`config.mk`:
```
export PLATFORM = sky130hd
export DESIGN_NAME = spf_ctrl
export DESIGN_NICKNAME = d
export VERILOG_FILES = /design/src/spf_pkg.sv /design/src/spf_ctrl.sv
export SDC_FILE = /design/constraint.sdc
export NUM_CORES = 1
export LEC_CHECK = 0
export BUFFER_PORTS_ARGS = -buffer_cell sky130_fd_sc_hd__clkbuf_2
export CELL_PAD_IN_SITES_DETAIL_PLACEMENT = 0
export CELL_PAD_IN_SITES_GLOBAL_PLACEMENT = 2
export CORE_UTILIZATION = 23
export CTS_CLUSTER_DIAMETER = 100
export DETAILED_ROUTE_END_ITERATION = 10
export PLACE_DENSITY = 0.82
export SYNTH_ARGS = -nofsm -noshare
export SYNTH_HDL_FRONTEND = slang
export SYNTH_SLANG_ARGS = --single-unit
```
`constraint.sdc`:
```
create_clock -name aclk -period 2.2 [get_ports aclk]
set_input_delay 0.44 -clock aclk [delete_from_list [all_inputs] [get_ports aclk]]
set_output_delay 0.44 -clock aclk [all_outputs]
set_load 0.005 [all_outputs]
```
`src/spf_pkg.sv`:
```
package spf_pkg;

    localparam int RULES      = 64;
    localparam int TIMER_BITS = 8;
    localparam int RIDX_W     = (RULES > 1) ? $clog2(RULES) : 1;
    localparam int RCNT_W     = $clog2(RULES + 1);
    localparam int HASH_W     = 16;
    localparam int TABLE_SIZE = 1 << HASH_W;

    localparam logic [1:0] CMD_PACKET = 2'd0;
    localparam logic [1:0] CMD_TICK   = 2'd1;
    localparam logic [1:0] CMD_RULE   = 2'd2;
    localparam logic [1:0] CMD_NONE   = 2'd3;

    localparam logic [1:0] BY_CONN    = 2'd0;
    localparam logic [1:0] BY_RULE    = 2'd1;
    localparam logic [1:0] BY_DEFAULT = 2'd2;
    localparam logic [1:0] BY_NONE    = 2'd3;

    localparam logic [1:0] CFG_RULE_COUNT     = 2'd0;
    localparam logic [1:0] CFG_DEFAULT_ACCEPT = 2'd1;
    localparam logic [1:0] CFG_TIMEOUT        = 2'd2;

    localparam logic [7:0] PROTO_TCP  = 8'd6;
    localparam logic [7:0] PROTO_UDP  = 8'd17;
    localparam logic [7:0] PROTO_ICMP = 8'd1;

    localparam logic [15:0] CRC_INIT = 16'hFFFF;
    localparam logic [15:0] CRC_POLY = 16'hA001;
    localparam logic [3:0]  CRC_LAST = 4'd12;

    typedef enum logic [3:0] {
        ST_CLEAR, ST_IDLE, ST_DISPATCH, ST_TICK, ST_TICK_WB, ST_HASH, ST_LOOK_RD,
        ST_LOOK_CHK, ST_RULE_RD, ST_RULE_CMP, ST_ADD, ST_FIN
    } spf_state_t;

    typedef enum logic [2:0] {
        RES_HOLD, RES_CONN_HIT, RES_CONN_MISS, RES_RULE, RES_DEFAULT, RES_NOT_PKT
    } spf_res_t;

    typedef struct packed {
        logic     capture;
        logic     crc_start;
        logic     crc_rev;
        logic     crc_step;
        logic     tmr_rd;
        logic     tmr_refresh;
        logic     tmr_add;
        logic     sweep_rst;
        logic     sweep_clr;
        logic     sweep_tick;
        logic     rule_wr;
        logic     rule_start;
        logic     rule_rd;
        logic     rule_next;
        spf_res_t res_sel;
        logic     out_load;
    } spf_cmd_t;

    typedef struct packed {
        logic [1:0] command;
        logic       syn_tcp;
        logic       known;
        logic       is_tcp;
        logic       crc_done;
        logic       rev;
        logic       timer_live;
        logic       sweep_last;
        logic       rule_end;
        logic       rule_match;
        logic       rule_accept;
        logic       default_accept;
        logic       out_free;
    } spf_stat_t;

endpackage

```
`src/spf_ctrl.sv`:
```
module spf_ctrl
    import spf_pkg::*;
(
    input  logic      aclk,
    input  logic      aresetn,
    input  logic      s_valid,
    output logic      s_ready,
    input  spf_stat_t stat,
    output spf_cmd_t  cmd
);

    spf_state_t state_reg, state_next;

    always_ff @(posedge aclk) begin
        if (!aresetn) begin
            state_reg <= ST_CLEAR;
        end else begin
            state_reg <= state_next;
        end
    end

    always_comb begin
        state_next = state_reg;
        unique case (state_reg)
            ST_CLEAR:    if (stat.sweep_last) state_next = ST_IDLE;
            ST_IDLE:     if (s_valid) state_next = ST_DISPATCH;
            ST_DISPATCH: begin
                if (stat.command == CMD_PACKET) state_next = ST_HASH;
                else if (stat.command == CMD_TICK) state_next = ST_TICK;
                else state_next = ST_FIN;
            end
            ST_TICK:     if (stat.sweep_last) state_next = ST_TICK_WB;
            ST_TICK_WB:  state_next = ST_FIN;
            ST_HASH: begin
                if (stat.crc_done) begin
                    state_next = (stat.syn_tcp && !stat.rev) ? ST_RULE_RD : ST_LOOK_RD;
                end
            end
            ST_LOOK_RD:  state_next = ST_LOOK_CHK;
            ST_LOOK_CHK: begin
                if (stat.timer_live) state_next = ST_FIN;
                else if (!stat.rev && stat.known) state_next = ST_HASH;
                else if (stat.is_tcp) state_next = ST_FIN;
                else state_next = ST_RULE_RD;
            end
            ST_RULE_RD: begin
                if (!stat.rule_end) state_next = ST_RULE_CMP;
                else state_next = stat.default_accept ? ST_ADD : ST_FIN;
            end
            ST_RULE_CMP: begin
                if (!stat.rule_match) state_next = ST_RULE_RD;
                else state_next = stat.rule_accept ? ST_ADD : ST_FIN;
            end
            ST_ADD:      state_next = ST_FIN;
            ST_FIN:      if (stat.out_free) state_next = ST_IDLE;
            default:     state_next = ST_CLEAR;
        endcase
    end

    always_comb begin
        cmd         = '0;
        cmd.res_sel = RES_HOLD;
        s_ready     = 1'b0;
        unique case (state_reg)
            ST_CLEAR:    cmd.sweep_clr = 1'b1;
            ST_IDLE: begin
                s_ready     = 1'b1;
                cmd.capture = s_valid;
            end
            ST_DISPATCH: begin
                cmd.sweep_rst = 1'b1;
                cmd.crc_start = 1'b1;
                cmd.rule_wr   = stat.command == CMD_RULE;
                if (stat.command != CMD_PACKET && stat.command != CMD_TICK) begin
                    cmd.res_sel = RES_NOT_PKT;
                end
            end
            ST_TICK:     cmd.sweep_tick = 1'b1;
            ST_TICK_WB:  cmd.res_sel = RES_NOT_PKT;
            ST_HASH: begin
                cmd.crc_step   = 1'b1;
                cmd.rule_start = 1'b1;
            end
            ST_LOOK_RD:  cmd.tmr_rd = 1'b1;
            ST_LOOK_CHK: begin
                if (stat.timer_live) begin
                    cmd.tmr_refresh = 1'b1;
                    cmd.res_sel     = RES_CONN_HIT;
                end else if (!stat.rev && stat.known) begin
                    // forward miss, try the reversed tuple
                    cmd.crc_start = 1'b1;
                    cmd.crc_rev   = 1'b1;
                end else if (stat.is_tcp) begin
                    cmd.res_sel = RES_CONN_MISS;
                end
            end
            ST_RULE_RD: begin
                if (stat.rule_end) cmd.res_sel = RES_DEFAULT;
                else cmd.rule_rd = 1'b1;
            end
            ST_RULE_CMP: begin
                if (stat.rule_match) cmd.res_sel = RES_RULE;
                else cmd.rule_next = 1'b1;
            end
            ST_ADD:      cmd.tmr_add = 1'b1;
            ST_FIN:      cmd.out_load = stat.out_free;
            default: ;
        endcase
    end

endmodule

```
==> results of run 1 <==
==> final cells by class <==
| type | count | area, µm² | share of cell area (%) |
|---|---|---|---|
| repair buffers | 41 | 220.2 | 24.21 |
| flip-flops and latches | 4 | 81.33 | 8.941 |
| inverters | 4 | 15.01 | 1.651 |
| clock buffers | 3 | 22.52 | 2.476 |
| multi-input cells | 90 | 531.8 | 58.46 |
| well taps | 31 | 38.79 | 4.264 |
==> through the flow <==
stage,instances,area [µm²]
finish,173,909.6
global placement,170,885.9
floorplan,106,674.4
global route,173,909.6
detailed placement,170,885.9
CTS,173,908.4
==> cell families (layout without fill, tap and decap cells) <==
kind of cell | count (synthesis) | in the layout | share of synthesized area (%)
simple gates | 64 | 64 | 53.62
compound gates | 25 | 25 | 23.93
buf+inv | 12 | 48 | 9.275
flops | 4 | 4 | 11.87
xor+xnor | 1 | 1 | 1.299
==> synthesized netlist by cell type (2+ instances only) <==
cell,count
nand3b_1,3
a31oi_1,2
o21ai_1,5
and2_1,2
o32ai_1,2
nand2b_1,9
inv_1,4
nor2_1,16
a21oi_1,7
buf_2,5
nand3_1,4
or2_2,2
nor2b_1,3
buf_4,3
o21ai_0,3
nand2_1,4
nor3_1,11
dfxtp_1,4
or3_1,2
==> what timing repair did <==
| action | CTS | global route |
|---|---|---|
| gates resized for setup | 0 | 1 |
| setup endpoints to repair | 0 | 2 |
| endpoints found under the hold margin | 0 | 0 |
==> critical path, stage by stage, from the launching register on <==
cell and delay (ns):
dfxtp_1 0.60, nand4b_2 0.21, or3_4 0.42, nand2_1 0.07
clkbuf_2 0.10
==> worst min-delay path by stage <==
stage | from | end | slack, ns | cells past startpoint
5_1_grt | aresetn | state_reg[2] | 0.52 | 2
2_1_floorplan | aresetn | state_reg[0] | 0.59 | 2
3_5_place_dp | stat[0] | state_reg[3] | 0.74 | 3
6_report | stat[0] | state_reg[3] | 0.49 | 3
3_3_place_gp | state_reg[0] | state_reg[0] | 0.75 | 3
4_1_cts | aresetn | state_reg[2] | 0.49 | 2
==> report_power, final <==
group	internal, µW	switching (µW)
clock	61.3	34.1
sequential	97.0	59.8
combinational	251	287
==> routing by layer <==
layer  vias up  routed length, µm
met1       399               1028
met3         3                109
met5         -                  0
li1        452                  -
met4         0                 24
met2        34                985
==> key figures, run 1 <==
STA
  – RSZ-0062 raised after global routing: false
  – Hold slack: 0.4948 ns
  – Period minus WS final: 2.087 ns
  – Worst-Margin Slew: roughly 0.46 ns
  – Setup Viol. Count Final: 0
  – Slew Limit Fails: 0
  – FMAX: around 0.48 GHz
  – Setup TNS: 0 ns
  – Setup ws final: 0.1131 ns
  – Final Hold Fails: 0
  – Worst rel slew slack: between 60% and 70%
  – Tcrit/Tclk final: 94.86%
  – Clock Skew: 0.004298 ns

Placed design
  – Port Buffers: 35
  – Place WS: about 0.38 ns
  – Routability cong.: just under 0.8
  – Post-DP HPWL: between 1500 and 2000 µm

Critical path
  – CP Launch Type: register
  – CP startpoint: state_reg[2]
  – CP arrival: about 1.7 ns
  – Critical Path Sink: cmd[16]
  – Worst R2R Start: state_reg[3]
  – CP Capture Type: output pin
  – Reg2reg path depth: 6
  – Critical Path RT: around 1.8 ns
  – Max FO, Critical Path: 15
  – RR Endpoint: state_reg[1]
  – Setup CP Type: register to output pin
  – R2r setup slk: 0.54 ns

Floorplan
  – Die width: approximately 56 µm
  – Die area: 3153 µm²
  – Ports: 36
  – Row count: 19
  – Die Ht: roughly 56 µm
  – Core area: 2758 µm²
  – Starting Density: about a quarter

Cells and area
  – # diodes: 0
  – Finished Core Util: between 30% and 40%
  – Fillers: between 300 and 400
  – Share of layout cells above drive strength 1: a little over a third
  – NumNets Final: ~160
  – Largest register FFs: 4
  – Layout area overhead: 34.88%
  – Most frequent cells in the layout: clkbuf_2, nor2_1, nor3_1, nand2b_1, a21oi_1
  – Most common cell after layout, fill and taps aside: clkbuf_2

Yosys
  – Post-synthesis sequential area ratio: between 10% and 20%
  – Mean Syn Cell Area: between 6 and 7 µm²
  – Distinct cells, synth: 34
  – Syn nets: between 100 and 150
  – Gate Count Post-Synth: 106
  – Yosys warns: 0
  – Post-synth EDFFs: 0
  – FFs w/ async S/R, synth: 0%
  – Synth Cell Area: between 600 and 700 µm²
  – Ys flop type: dfxtp_1
  – Post-synthesis register bit count: 4
  – Synth area leaders: dfxtp_1, nor2_1, nand2b_1, nor3_1, a21oi_1
  – Post-synth top area share: roughly an eighth
  – Yosys top cell by area: dfxtp_1

Clock tree
  – Hold Buf Count CTS: 0
  – Htree depth: 1
  – Clk Tree Root Cell: clkbuf_4
  – Clock transition at path regs: 0.04 ns
  – Num CTS Buffers: 3
  – Clock sinks: 4
  – Skew-Pair Late Insertion Delay: between 0.2 and 0.25 ns
  – Longest Clk Path Bufs: 2
  – CTS tree: done
  – Post-CTS repair timing setup buffer count: 0

Detailed routing
  – Routed Antenna Nets: 0
  – DR WL/cell: 12.41 µm
  – DRC violation count after routing: 0
  – DRT iter0 DRCs: 15
  – DR pass1 iterations: 6
  – WL final: ~2100 µm
  – Routed vias/inst: between 5 and 6
  – Vias: 888

Global route
  – M1 GR Usage: 19.32%
  – Vias in the first global route: 801
  – Largest net degree at the start of global routing: 16
  – M2 GR Usage: about a quarter
  – First-pass GRT wire length: 3636 µm
  – Initial antenna violation count: 0
  – GRT Util Overall: 14.44%
  – Grt total ovfl: 0
  – Busiest grt layer: met2
  – Grt met3 use: 1.628%

Hold path
  – Hold Path Class: input port to register

Power
  – Worst VDD drop: 0.3137 mV
  – P_leak: 0.0004503 µW
  – Power Density: ~870 nW/µm²
  – Total power: between 700 and 800 µW

Outcome
  – Run status: finished clean

Job
  – Max_cap viols: 0
Note: power is estimated with default switching activity, not from simulation.
==> run 2: changes to the inputs <==
- CORE_UTILIZATION: 23 -> 21
- CTS_CLUSTER_SIZE: not set -> 12
- PLACE_DENSITY: 0.82 -> 0.75
- clock period: 2.2 -> 2 ns (I/O delays scaled with it)
==> key figures, run 2 (same netlist as run 1, synthesis figures left out) <==
Critical path
  – CP arrival: 1.48 ns (was 1.65 ns)
  – Worst R2R Start: state_reg[0] (was state_reg[3])
  – RR Endpoint: state_reg[0] (was state_reg[1])
  – Critical path, cell by cell: nand2b_1 > or3_1 > nor3b_1 > clkbuf_2 (was nand4b_2 > or3_4 > nand2_1 > clkbuf_2)
  – Critical Path RT: 1.60 ns (was 1.76 ns)
  – Worst path max stage delay: 0.38 ns (was 0.60 ns)
  – R2r setup slk: 0.40 ns (was 0.54 ns)
  – Max FO, Critical Path: 15 (unchanged)
  – Reg2reg path depth: 6 (unchanged)
  – CP max stage cell: dfxtp_2 (was dfxtp_1)
  – Setup CP Type: register to output pin (unchanged)
  – CP Launch Type: register (unchanged)
  – CP Capture Type: output pin (unchanged)

Global route
  – Largest net degree at the start of global routing: 17 (was 16)
  – Grt total ovfl: 0 (unchanged)
  – Initial antenna violation count: 0 (unchanged)
  – First-pass GRT wire length: 3470 µm (was 3636 µm)
  – GRT Util Overall: 13.02% (was 14.44%)
  – Vias in the first global route: 814 (was 801)

Cells and area
  – Fillers: 383 (was 330)
  – NumNets Final: 161 (unchanged)
  – Most frequent cells in the layout: clkbuf_2, nor2_1, nor3_1, nand2b_1, a21oi_1 (unchanged)
  – Share of layout cells above drive strength 1: 38.03% (was 36.62%)
  – # diodes: 0 (unchanged)
  – Largest register FFs: 4 (unchanged)
  – Layout area overhead: 37.66% (was 34.88%)
  – Most common cell after layout, fill and taps aside: clkbuf_2 (unchanged)
  – Non-filler cells, final: 186 (was 173)

STA
  – Worst rel slew slack: 80.06% (was 69.36%)
  – Slew Limit Fails: 0 (unchanged)
  – FMAX: approximately 0.53 GHz
  – Clock Skew: 0.003606 ns (was 0.004298 ns)
  – Hold slack: 0.4598 ns (was 0.4948 ns)
  – Setup Viol. Count Final: 0 (unchanged)
  – RSZ-0062 raised after global routing: false (unchanged)
  – Worst-Margin Slew: 0.2959 ns (was 0.4589 ns)
  – Tcrit/Tclk final: roughly 94%
  – Period minus WS final: about 1.9 ns
  – Setup TNS: 0 ns (unchanged)
  – Final Hold Fails: 0 (unchanged)

Placed design
  – Routability cong.: 0.7423 (was 0.7757)
  – Post-DP HPWL: 1743 µm (was 1727 µm)
  – Inst Count DP: 183 (was 170)
  – Port Buffers: 35 (unchanged)

Detailed routing
  – DRC violation count after routing: 0 (unchanged)
  – Routed vias/inst: 4.656 (was 5.133)
  – WL final: 2120 µm (was 2147 µm)
  – DR pass1 iterations: 6 (unchanged)
  – Routed Antenna Nets: 0 (unchanged)
  – Vias: 866 (was 888)
  – DR WL/cell: 11.40 µm (was 12.41 µm)
  – DRT iter0 DRCs: 26 (was 15)

Floorplan
  – Row count: 20 (was 19)
  – Die Ht: 58.67 µm (was 56.15 µm)
  – Core area: 3053 µm² (was 2758 µm²)
  – Die width: 58.67 µm (was 56.15 µm)
  – Die area: 3442 µm² (was 3153 µm²)
  – Starting Density: 22.09% (was 24.46%)
  – Ports: 36 (unchanged)

Hold path
  – Hold Path Class: input port to register (unchanged)
  – Worst Hold End: state_reg[2] (was state_reg[3])
  – HP Start: aresetn (was stat[0])
  – Hold path cells: 2 (was 3)

Outcome
  – Run status: finished clean (unchanged)

Power
  – Power Density: 935.6 nW/µm² (was 868.2 nW/µm²)
  – Total power: 868.6 µW (was 789.7 µW)
  – P_leak: 0.0004513 µW (was 0.0004503 µW)
  – Worst VDD drop: 0.1942 mV (was 0.3137 mV)

Clock tree
  – Clk Tree Root Cell: clkbuf_4 (unchanged)
  – Clock transition at path regs: 0.04 ns (about the same)
  – Num CTS Buffers: 3 (unchanged)
  – Skew-Pair Late Insertion Delay: 0.24 ns (about the same)
  – Longest Clk Path Bufs: 2 (unchanged)
  – Htree depth: 1 (unchanged)
  – CTS tree: done (unchanged)
  – Clock sinks: 4 (unchanged)

Job
  – Max_cap viols: 0 (unchanged)
## run 2: cell counts in the layout (fill, tap and decap cells not counted)
Identical to the previous run, type by type.
## run 2: critical path: cells and delay by family (launching register included)
kind / cells / cell delay (ns)
DFF: 1 / 0.38
and+or+nand+nor: 3 / 0.72
buffers and inverters: 1 / 0.14
## run 2: area by class of cell
class / count / area [µm²] / area share [%]
inverter: 4 / 15.01 / 1.617
timing repair buffer: 41 / 220.2 / 23.72
sequential: 4 / 83.83 / 9.030
multi-input combinational: 90 / 531.8 / 57.28
clock buffer: 3 / 22.52 / 2.426
tap: 44 / 55.05 / 5.930
## run 2: through the flow
step	area, µm²	setup slack, ns	util (%)
6_report	928.4	0.1239	30.41
5_1_grt	928.4	0.01482	30.41
4_1_cts	925.9	0.01975	30.33
3_5_place_dp	902.1	0.2264	29.55
3_3_place_gp	902.1	0.2616	29.55
2_1_floorplan	674.4	0.4543	-
## run 2: how the worst max path moves through the flow
stage,from,endpoint,slack (ns),cells past startpoint
2_1_floorplan,state_reg[1],cmd[7],0.45,4
3_3_place_gp,state_reg[2],cmd[16],0.26,4
5_1_grt,state_reg[0],cmd[17],0.01,5
3_5_place_dp,state_reg[2],cmd[16],0.23,4
6_report,state_reg[2],cmd[7],0.12,4
4_1_cts,state_reg[0],cmd[0],0.02,5
## run 2: what timing repair did
action,in CTS,in global routing
gates resized for setup,1,2
setup endpoints to repair,2,10
buffers inserted,0,0
hold buffers,0,0
## run 2: metal layers
metal / GRT usage, % / vias up / part of all wire [%]
li1: - / 447 / -
met1: 16.49 / 386 / 48
met2: 21.51 / 33 / 45
met3: 2.857 / 0 / 7.3
met4: 5.102 / 0 / 0
met5: 0 / - / 0
## run 2: power by group
group / internal (µW) / total, µW / switching, µW
logic: 278 / 601 / 323
registers: 109 / 166 / 56.6
clock network: 67.2 / 102 / 34.6
